### src/hdl/mdc_pkg.sv
// shared types, codes and constants for the metaball dot coverage block
package mdc_pkg;

  // input item opcodes
  localparam logic OP_LOAD = 1'b0;
  localparam logic OP_EVAL = 1'b1;

  // configuration register indexes
  localparam logic [2:0] CFG_THR_LOW  = 3'd0;
  localparam logic [2:0] CFG_THR_HIGH = 3'd1;
  localparam logic [2:0] CFG_EPSILON  = 3'd2;
  localparam logic [2:0] CFG_MIN_DOT  = 3'd3;
  localparam logic [2:0] CFG_PITCH    = 3'd4;

  localparam int CFG_IDX_W  = 3;
  localparam int CFG_DATA_W = 20;

  // register reset values
  localparam logic [15:0] THR_LOW_RST  = 16'd2540;
  localparam logic [15:0] THR_HIGH_RST = 16'd4342;
  localparam logic [19:0] EPSILON_RST  = 20'd15099;
  localparam logic [11:0] MIN_DOT_RST  = 12'd512;
  localparam logic [11:0] PITCH_RST    = 12'd2560;

  // arithmetic constants
  localparam logic [23:0] FIELD_MAX = 24'hFFFFFF;
  localparam logic [12:0] COV_ONE   = 13'd4096;
  localparam logic [13:0] SS_K      = 14'd12288;

  // divider widths: dividend is radius_sq << 12, divisor the squared distance sum plus epsilon
  localparam int DIV_QW = 36;
  localparam int DIV_DW = 34;

  // shared multiplier operand widths
  localparam int MUL_AW = 25;
  localparam int MUL_BW = 17;
  localparam int MUL_PW = MUL_AW + MUL_BW;

  typedef struct packed {
    logic               op;
    logic [2:0]         blob_index;
    logic signed [15:0] blob_x;
    logic signed [15:0] blob_y;
    logic [23:0]        blob_radius_sq;
    logic signed [15:0] cell_x;
    logic signed [15:0] cell_y;
  } in_item_t;

  typedef struct packed {
    logic        covered;
    logic [11:0] dot_size;
    logic [11:0] dot_offset;
  } out_item_t;

  typedef struct packed {
    logic signed [15:0] x;
    logic signed [15:0] y;
    logic [23:0]        r2;
  } blob_t;

  typedef struct packed {
    logic              start;
    logic [DIV_QW-1:0] dividend;
    logic [DIV_DW-1:0] divisor;
  } div_req_t;

  typedef enum logic [3:0] {
    S_IDLE,
    S_SQX,
    S_SQY,
    S_DSUM,
    S_DIVW,
    S_CMP,
    S_COVDIV,
    S_SS1,
    S_SS2,
    S_SS3,
    S_OUT
  } state_t;

endpackage

### src/hdl/mdc_div.sv
// restoring divider, one quotient bit per cycle
module mdc_div (
  input  logic                      clk,
  input  logic                      rst_n,
  input  mdc_pkg::div_req_t         req,
  output logic                      done,
  output logic [mdc_pkg::DIV_QW-1:0] quot
);
  import mdc_pkg::*;

  localparam int CNT_W = $clog2(DIV_QW + 1);

  logic [DIV_DW-1:0] rem_r, rem_nxt;
  logic [DIV_QW-1:0] q_r, q_nxt;
  logic [DIV_DW-1:0] dvs_r, dvs_nxt;
  logic [CNT_W-1:0]  cnt_r, cnt_nxt;
  logic              busy_r, busy_nxt;
  logic              done_r, done_nxt;
  logic [DIV_DW:0]   rem_sh;
  logic [DIV_DW:0]   rem_sub;
  logic              fits;

  always_comb begin
    rem_sh   = {rem_r, q_r[DIV_QW-1]};
    rem_sub  = rem_sh - {1'b0, dvs_r};
    fits     = (rem_sh >= {1'b0, dvs_r});
    rem_nxt  = rem_r;
    q_nxt    = q_r;
    dvs_nxt  = dvs_r;
    cnt_nxt  = cnt_r;
    busy_nxt = busy_r;
    done_nxt = 1'b0;
    if (req.start) begin
      rem_nxt  = '0;
      q_nxt    = req.dividend;
      dvs_nxt  = req.divisor;
      cnt_nxt  = CNT_W'(DIV_QW);
      busy_nxt = 1'b1;
    end else if (busy_r) begin
      // remainder stays below the divisor, so it fits back in DIV_DW bits
      rem_nxt = fits ? rem_sub[DIV_DW-1:0] : rem_sh[DIV_DW-1:0];
      q_nxt   = {q_r[DIV_QW-2:0], fits};
      cnt_nxt = cnt_r - 1'b1;
      if (cnt_r == CNT_W'(1)) begin
        busy_nxt = 1'b0;
        done_nxt = 1'b1;
      end
    end
  end

  always_ff @(posedge clk) begin
    if (!rst_n) begin
      cnt_r  <= '0;
      busy_r <= 1'b0;
      done_r <= 1'b0;
    end else begin
      cnt_r  <= cnt_nxt;
      busy_r <= busy_nxt;
      done_r <= done_nxt;
    end
  end

  always_ff @(posedge clk) begin
    rem_r <= rem_nxt;
    q_r   <= q_nxt;
    dvs_r <= dvs_nxt;
  end

  assign done = done_r;
  assign quot = q_r;

endmodule

### config.mk
export PLATFORM = sky130hd
export DESIGN_NAME = mdc_div
export DESIGN_NICKNAME = d
export VERILOG_FILES = /design/src/hdl/mdc_pkg.sv /design/src/hdl/mdc_div.sv
export SDC_FILE = /design/constraint.sdc
export NUM_CORES = 1
export LEC_CHECK = 0
export BUFFER_PORTS_ARGS = -buffer_cell sky130_fd_sc_hd__buf_2
export CORE_ASPECT_RATIO = 1.75
export CORE_UTILIZATION = 30
export CTS_CLUSTER_DIAMETER = 80
export DETAILED_ROUTE_END_ITERATION = 8
export GPL_ROUTABILITY_DRIVEN = 0
export PLACE_DENSITY_LB_ADDON = 0.15
export SLEW_MARGIN = 5
export SYNTH_ARGS = -nofsm -noshare
export SYNTH_HDL_FRONTEND = slang
export SYNTH_SLANG_ARGS = --single-unit
### constraint.sdc
create_clock -name clk -period 5.45 [get_ports clk]
set_input_delay 0.2725 -clock clk [delete_from_list [all_inputs] [get_ports clk]]
set_output_delay 0.2725 -clock clk [all_outputs]
set_load 0.005 [all_outputs]
-- Yosys cells after proc, flatten, opt, wreduce, memory -nomap -nowiden
Cells that the tools add are included.
W data, S select, Z words.
- register bits: 112
- logic and storage cells: 25
- add/sub/neg operators: 2
- order comparisons: 1
- equality and inequality tests: 1
- muxes and demuxes: 9
- bitwise operators: 2
- reductions and logical operators: 3
- operator list (cell ; count):
    $mux W36 ; 2
    $ge A35 B34 Y1 ; 1
    $mux W34 ; 1
    $sub A34 B34 Y34 ; 1
    $mux W6 ; 2
    $eq A6 B1 Y1 const B ; 1
    $sub A6 B1 Y6 const B ; 1
    $mux W1 ; 4
    $reduce_or A3 Y1 ; 1
    $not A1 Y1 ; 2
    $reduce_bool A2 Y1 ; 1
    $reduce_or A2 Y1 ; 1

-- Longest topological paths before layout
Gate-level depths: netlist of the first run.
- depth in word-level cells: 4
- mapped depth: 14

-- Least setup slack after synthesis of the first run
OpenSTA, ideal clock, no wires.
- kind: reg-to-reg
- start point: register dvs_r[15]
- end point: register rem_r[27]
- library setup time: 0.091 ns
- arrival time: 2.704 ns
- required time: 5.359 ns
- setup slack: 2.655 ns
- stages on the path, launching flop included: 14
- path buffers: 3
- clock period less this slack: 2.795 ns
- cell sequence: edfxtp_1 inv_1 ha_1 clkbuf_1 nand3_1 or4_1 nor4_2 a211oi_1 and2_4 buf_6 a21o_1 clkbuf_2 or4_1 a311oi_1
- cells in the longest elaborated chain, start to end: 2
- elaborated cells between the ends (all ways): 3
- classes of those cells: 1 x add/sub; 1 x order compare; 1 x mux
- ends and longest elaborated chain (what ; RTL line ; text):
    start, declared ; mdc_div.sv:15 ; logic [DIV_DW-1:0] dvs_r, dvs_nxt;
    start signal, assigned ; mdc_div.sv:66 ; dvs_r <= dvs_nxt;
    $sub A34 B34 Y34 / $ge A35 B34 Y1 (equally long branches) ; mdc_div.sv:25, mdc_div.sv:26 ;
    $mux W34 * ; mdc_div.sv:41 ; rem_nxt = fits ? rem_sub[DIV_DW-1:0] : rem_sh[DIV_DW-1:0];
    end signal, assigned ; mdc_div.sv:64 ; rem_r <= rem_nxt;
    end, declared ; mdc_div.sv:13 ; logic [DIV_DW-1:0] rem_r, rem_nxt;
Every way passes the cells marked *; elsewhere a longest branch is shown, timed or not.
A chain may end at the register's enable or synchronous reset.

-- Final worst setup path of the first run
- start point: register dvs_r[32]
- end point: register rem_r[4]
- cells in the longest elaborated chain, start to end: 2
- ends and longest elaborated chain (what ; RTL line ; text):
    $ge A35 B34 Y1 ; mdc_div.sv:26 ; fits = (rem_sh >= {1'b0, dvs_r});
    $mux W34 ; mdc_div.sv:41 ;
Every way passes these cells.

==> results of run 1 <==
-- registers in the layout (all words and copies together) (netlist names) --
register  count
quot         36
busy_r        1
cnt_r         6
dvs_r        34
done          1
rem_r        34
-- path summary, 6_finish.rpt --
| path | depth (start not counted) | startpoint | slack [ns] | endpoint |
|---|---|---|---|---|
| setup reg to reg | 11 | dvs_r[32]$_DFFE_PP_ | 1.87 | rem_r[4]$_SDFFE_PP0P_ |
| hold reg to reg | 2 | rem_r[22]$_SDFFE_PP0P_ | 0.49 | rem_r[23]$_SDFFE_PP0P_ |
| setup / recovery | 11 | dvs_r[32]$_DFFE_PP_ | 1.87 | rem_r[4]$_SDFFE_PP0P_ |
| hold / removal | 1 | req[32] | 0.08 | dvs_r[32]$_DFFE_PP_ |
-- cell usage after synthesis (all sizes together), types with 11 or more instances --
library cell and number:
edfxtp 70, nand2 70, inv 49, nor2 47, a21oi 43, dfxtp 42
mux2 37, ha 36, clkbuf 26, o21ai 25, a211oi 21, a311oi 19
nand3 16, a21o 15, xnor2 15, nor3 13, xor2 13, buf 11
-- worst max-delay path, stage by stage, from the launching register on --
cell and delay [ns]:
edfxtp_1 0.33, inv_1 0.05, ha_1 0.41, nand2_1 0.16, or4_1 0.56, nor4_2 0.27, a211oi_1 0.16, o41a_1 0.20
a21o_1 0.35, buf_4 0.30, or3_1 0.40, a311oi_1 0.27
-- stage by stage --
step                instances  instance area [um2]  setup WS, ns  hold slack, ns
floorplan                 680                 6624         2.655          0.3714
global placement         1050                 7428         1.870          0.4487
detailed placement       1050                 7428         1.837          0.4506
CTS                      1066                 7760         1.834         0.05770
global route             1067                 7762         1.619         0.06120
finish                   1067                 7762         1.875         0.07586
-- power groups by stage --
| stage | Clock [mW] | Sequential (mW) | Combinational, mW |
|---|---|---|---|
| 6_report | 0.731 | 1.03 | 0.496 |
| 2_1_floorplan | 0 | 1.03 | 0.348 |
| 4_1_cts | 0.758 | 1.03 | 0.500 |
| 3_3_place_gp | 0 | 1.05 | 0.494 |
| 5_1_grt | 0.783 | 1.04 | 0.551 |
| 3_5_place_dp | 0 | 1.05 | 0.496 |
-- cell type report --
cell class / instances / area (um2)
clock inverter: 6 / 81.33
sequential: 112 / 2944
clock buffer: 10 / 250.2
multi-input combinational: 482 / 3342
timing repair buffer: 115 / 593.1
fill: 2211 / 13820
inverter: 49 / 183.9
antenna: 1 / 2.502
tap: 292 / 365.4
-- placed cells by master (no fill, tap or decap), drive strengths merged, types with 3 or more instances in the layout --
master	count
o22ai	3
nor2b	6
and2	7
dfxtp	42
a2bb2oi	3
nand3b	3
and4	5
buf	115
or3	4
o21bai	7
a21boi	5
inv	51
ha	36
nand2	70
a211oi	21
nor3	13
a31oi	5
xor2	13
o21ai	25
or2	4
mux2	37
and3	7
clkbuf	10
o211ai	5
xnor2	15
a311oi	19
or4	3
nor4	4
o21a	6
a21o	15
nand4	6
a21oi	43
nand4b	3
nand3	16
edfxtp	70
nor2	47
-- per-layer routing --
layer  global-route usage, %  vias to the layer above
met1                   16.52                     2614
li1                        -                     2675
met2                   31.02                      110
met4                   10.53                        0
met3                   2.803                       35
met5                       0                        -
-- cell families (layout without fill, tap and decap cells) --
family,after synthesis,after routing
buf+inv,86,180
fa+ha+maj,37,37
mux,38,38
xor+xnor,28,28
simple gates,200,200
other cells,0,1
compound gates,179,179
flops,112,112
==> summary.md, run 1 <==
| Metric | Value |
|---|---|
| Setup_tns | 0 ns |
| Critical path type | reg2reg |
| Share of total power in sequential cells | between 40% and 50% |
| Simple-Gate Fraction of Synth Area | roughly 15% |
| Reg clk slew, reported paths | about 0.08 ns |
| Detailed Route Iter0 Violations | between 200 and 250 |
| H-tree depth | 3 |
| CTS Hold Buffers Added | 0 |
| DRC Markers | 0 |
| Status | finished clean |
| Postcts setup bufs | 0 |
| Gate power share | between 20% and 30% |
| Post-Syn Area | ~6600 um2 |
| Die W | between 100 and 150 um |
| Total power | 2.256 mW |
| Vias in the first global route | 5,585 |
| MaxCap Viol Count | 0 |
| Maximum VDD drop | 0.0001869 V |
| Total global-route track usage | approximately 17% |
| Post-synthesis compound-gate area fraction | 18.66% |
| Synthesis-stage register bit count | ~110 |
| Clock share of power | around a third |
| Crit path capture type | register |
| Synth top area share | a little under a third |
| Core area | roughly 22,000 um2 |
| Crit-path max FO | 24 |
| Met3 WL | approximately 570 um |
| Fraction of final layout cells with drive strength greater than 1 | between 20% and 30% |
| Leading area contributor after synthesis | edfxtp_1 |
| XOR/XNOR Fraction of Synth Area | 3.702% |
| Slew @ Worst Pin | around 1.1 ns |
| Skew-Pair Late Insertion Delay | roughly 0.37 ns |
| Per-cell routed wire length | approximately 17 um |
| Ys async rst share | 0% |
| RSZ-0062 raised after global routing | false |
| Type of origin of the critical path | register |
| Clock skew | 0.01237 ns |
| Post-DRT Antenna Nets | 0 |
| Site Rows | 71 |
| Yosys warning total | 0 |
| Port Buffers | ~110 |
| HP Class | in2reg |
| Overflow after GRT | 0 |
| Avg Cell Area, Syn | around 9.7 um2 |
| Initial cell density of the core | 30.68% |
| Synthesized net count | just under 800 |
| Clock Path Buffers | 2 |
| Clock sinks | 112 |
| Sw Pwr | ~0.67 mW |
| Area growth syn-to-layout | 17.19% |
| Post-synthesis sequential area ratio | between 40% and 50% |
| Largest family of logic cells by synthesized area | compound AO/OA/AOI/OAI gates |
| Routed wl met2 | 9999 um |
| Arr. time, crit path | just under 4 ns |
| Minimum clock period | about 3.6 ns |
| Yosys cell types | 62 |
| Drt total wl | around 18,000 um |
| Max Clk Rate | 279.7 MHz |
| CTS Buf Count | 9 |
| Max Slew Vio Count | 0 |
| Layout Utilization | a little over a third |
| Drt pass-1 iters | 4 |
| Largest net degree at the start of global routing | 60 |
| Cells after Synth | slightly below 700 |
| PwrDens | between 200 and 300 nW/um2 |
| First-pass GRT wire length | roughly 29,000 um |
| Number of flops mapped to enable cells by yosys | 70 |
| Detailed placer's ending HPWL | between 10,000 and 15,000 um |
| Initial antenna violation count | 1 |
| Synth top area cells | edfxtp_1, dfxtp_1, ha_1 |
| Post-CTS sizing | 0 |
| Commonest register cell after synthesis | edfxtp_1 |
| Leak Pwr | ~3.2 nW |
| Switching share of power | between 20% and 30% |
| Hold Fails Final Rpt | 0 |
| Uppermost layer routed | met4 |
| Root Driver | clkbuf_16 |
| Die height | 198.6 um |
| Synth Area in Adders | 7.102% |
| Routed vias/inst | slightly above 5 |
| IO Pins | 110 |
| Net count, final | 879 |
| Max_slew headroom | 25.67% |
| Wl on met1 | about 6600 um |
| Period utilisation layout | 65.60% |
| Vias | 5,434 |
| TritonCTS clock tree | built |
| Die area | between 20,000 and 25,000 um2 |
| Setup Viol. Count Final | 0 |
| Cell Int Power | between 1.5 and 2 mW |
| Required time of the critical path | 5.72 ns |
| Fraction of synthesized area in multiplexers | 6.441% |
Power figures use the tool's default switching activity.
==> run 2: changes to the inputs <==
- clock period: 5.45 -> 3.25 ns (I/O delays scaled with it)
==> run 2 against run 1 <==
  * Via count rose by 4.4%
  * Hold slack got worse by 0.031 ns
  * Critical path depth did not move
  * Wire length rose by 3.8%
  * Clock power rose by 70%
  * Largest cell class unchanged
  * Highest routed layer unchanged
==> summary.md, run 2 (synthesis results as in run 1) <==
| Metric | Value |
|---|---|
| Fin cells | roughly 1,100 |
| Final instance area | approximately 8400 um2 |
| Max Slew Vio Count | 0 |
| Max_slew headroom | approximately 42% |
| Placed cells | about 1,100 |
| Clock Path Buffers | 2 |
| H-tree depth | 3 |
| Total global-route track usage | 17.29% |
| Critical path type | reg2reg |
| PwrDens | 466.4 nW/um2 |
| Fraction of final layout cells with drive strength greater than 1 | 25.39% |
| Most frequent cells in the layout | buf_2, edfxtp_1, nand2_1, inv_1, nor2_1 |
| TritonCTS clock tree | built |
| Skew-Pair Late Insertion Delay | 0.37 ns |
| Overflow after GRT | 0 |
| Leak Pwr | around 3.5 nW |
| Sw Pwr | ~1.1 mW |
| Minimum clock period | slightly above 3 ns |
| Setup ws final | ~0.14 ns |
| Slew @ Worst Pin | around 0.87 ns |
| Area after DPL | 7641 um2 |
| Reg clk slew, reported paths | 0.08 ns |
| # diodes | 0 |
| Cell Int Power | approximately 2.8 mW |
| Die height | roughly 200 um |
| Max reg flops | 36 |
| Vias in the first global route | about 5,900 |
| Per-cell routed wire length | about 17 um |
| Detailed placer's ending HPWL | 14,080 um |
| Detailed Route Iter0 Violations | 190 |
| Register area | ~2900 um2 |
| Clock share of power | 31.9% |
| Slowest cell delay on critical path | approximately 0.56 ns |
| Root Driver | clkbuf_16 |
| Period utilisation layout | approximately 96% |
| Initial cell density of the core | about 31% |
| Setup_tns | 0 ns |
| Core area | approximately 22,000 um2 |
| Die area | 22,700 um2 |
| First-pass GRT wire length | roughly 30,000 um |
| Setup Viol. Count Final | 0 |
| Max Clk Rate | 321.8 MHz |
| Place WS | about 0.066 ns |
| Share of total power in sequential cells | a little over two fifths |
| Vias | approximately 5,700 |
| Initial antenna violation count | 0 |
| Post-DRT Antenna Nets | 0 |
| Routed vias/inst | ~5.0 |
| Drt total wl | 18,740 um |
| Arr. time, crit path | about 3.4 ns |
| Clock sinks | ~110 |
| Area growth syn-to-layout | 26.14% |
| Status | finished clean |
| Hold Fails Final Rpt | 0 |
| Site Rows | between 70 and 80 |
| Area of the multi-input gates | roughly 3400 um2 |
| IO Pins | 110 |
| Commonest non-fill, non-tap cell in the layout | buf_2 |
| Fill count | between 2,000 and 2,500 |
| Worst path bufs/invs | 2 |
| CTS Buf Count | 9 |
| Clock skew | roughly 0.0086 ns |
| Largest net degree at the start of global routing | slightly below 60 |
| DRC Markers | 0 |
| Drt pass-1 iters | 4 |
| Die W | between 100 and 150 um |
| Required time of the critical path | ~3.5 ns |
| Gate power share | 24.2% |
| Maximum VDD drop | 0.0002774 V |
| Crit path capture type | register |
| Crit-path cells | inv_1, ha_2, nand2_2, or4_1, nor4_4, a211oi_1, and2_4, a21o_1, buf_4, or3_1, a311oi_1 |
| MaxCap Viol Count | 0 |
| Port Buffers | around 110 |
| HP Class | in2reg |
| Crit-path max FO | 15 |
| Type of origin of the critical path | register |
| Slowest CP cell | or4_1 |
| Delay-heaviest family, CP | simple AND/OR/NAND/NOR gates |
| Switching share of power | about 30% |
| Net count, final | 940 |
-- run 2: changes by cell type in the layout (fill, tap and decap cells not counted), sizes merged --
cell and change:
buf +27, clkinv +1, clkinvlp -2, dlygate4sd3 +34, inv +1, bufinv +1
clkbuf -1, diode -1
-- run 2: layout make-up --
| type | instances | area share [%] |
|---|---|---|
| inverter | 49 | 2.201 |
| timing repair buffer | 176 | 13.90 |
| clock inverter | 7 | 1.228 |
| multi-input combinational | 482 | 40.37 |
| sequential | 112 | 35.24 |
| tap | 292 | 4.373 |
| clock buffer | 9 | 2.695 |
-- run 2: power by group through the flow --
stage          Clock [mW]  Combinational, mW  Sequential, mW
4_1_cts              1.29              0.939            1.71
2_1_floorplan           0              0.583            1.73
3_5_place_dp            0              0.901            1.74
6_report             1.24              0.943            1.71
5_1_grt              1.33               1.05            1.73
3_3_place_gp            0              0.894            1.74
-- run 2: layer usage --
layer	routed length [um]	global-route usage, %	part of all wire (%)	vias to the layer above
met2	10400	33.18	55	123
li1	-	-	-	2796
met4	730	9.812	3.9	0
met3	517	2.651	2.8	47
met1	7094	17.36	38	2709
met5	0	0	0	-
-- run 2: metrics by stage --
stage	power (mW)	hold slack (ns)	util, %
2_1_floorplan	2.317	0.2614	-
3_3_place_gp	2.633	0.3384	35.40
4_1_cts	3.940	0.04113	38.49
5_1_grt	4.105	0.06448	38.71
3_5_place_dp	2.642	0.3406	35.40
6_report	3.897	0.04455	38.71
-- run 2: worst paths after layout --
check / cells after the start / startpoint / endpoint / slack, ns
setup reg to reg: 11 / dvs_r[33]$_DFFE_PP_ / rem_r[4]$_SDFFE_PP0P_ / 0.14
hold / removal: 2 / rst_n / cnt_r[5]$_SDFFE_PN0P_ / 0.04
setup / recovery: 11 / dvs_r[33]$_DFFE_PP_ / rem_r[4]$_SDFFE_PP0P_ / 0.14
hold reg to reg: 2 / rem_r[10]$_SDFFE_PP0P_ / rem_r[11]$_SDFFE_PP0P_ / 0.50
-- run 2: what timing repair did --
item	in CTS	in global routing
setup endpoints to repair	0	3
setup buffers	0	2
endpoints found under the hold margin	34	0
hold buffers	34	0
resized for setup	0	9
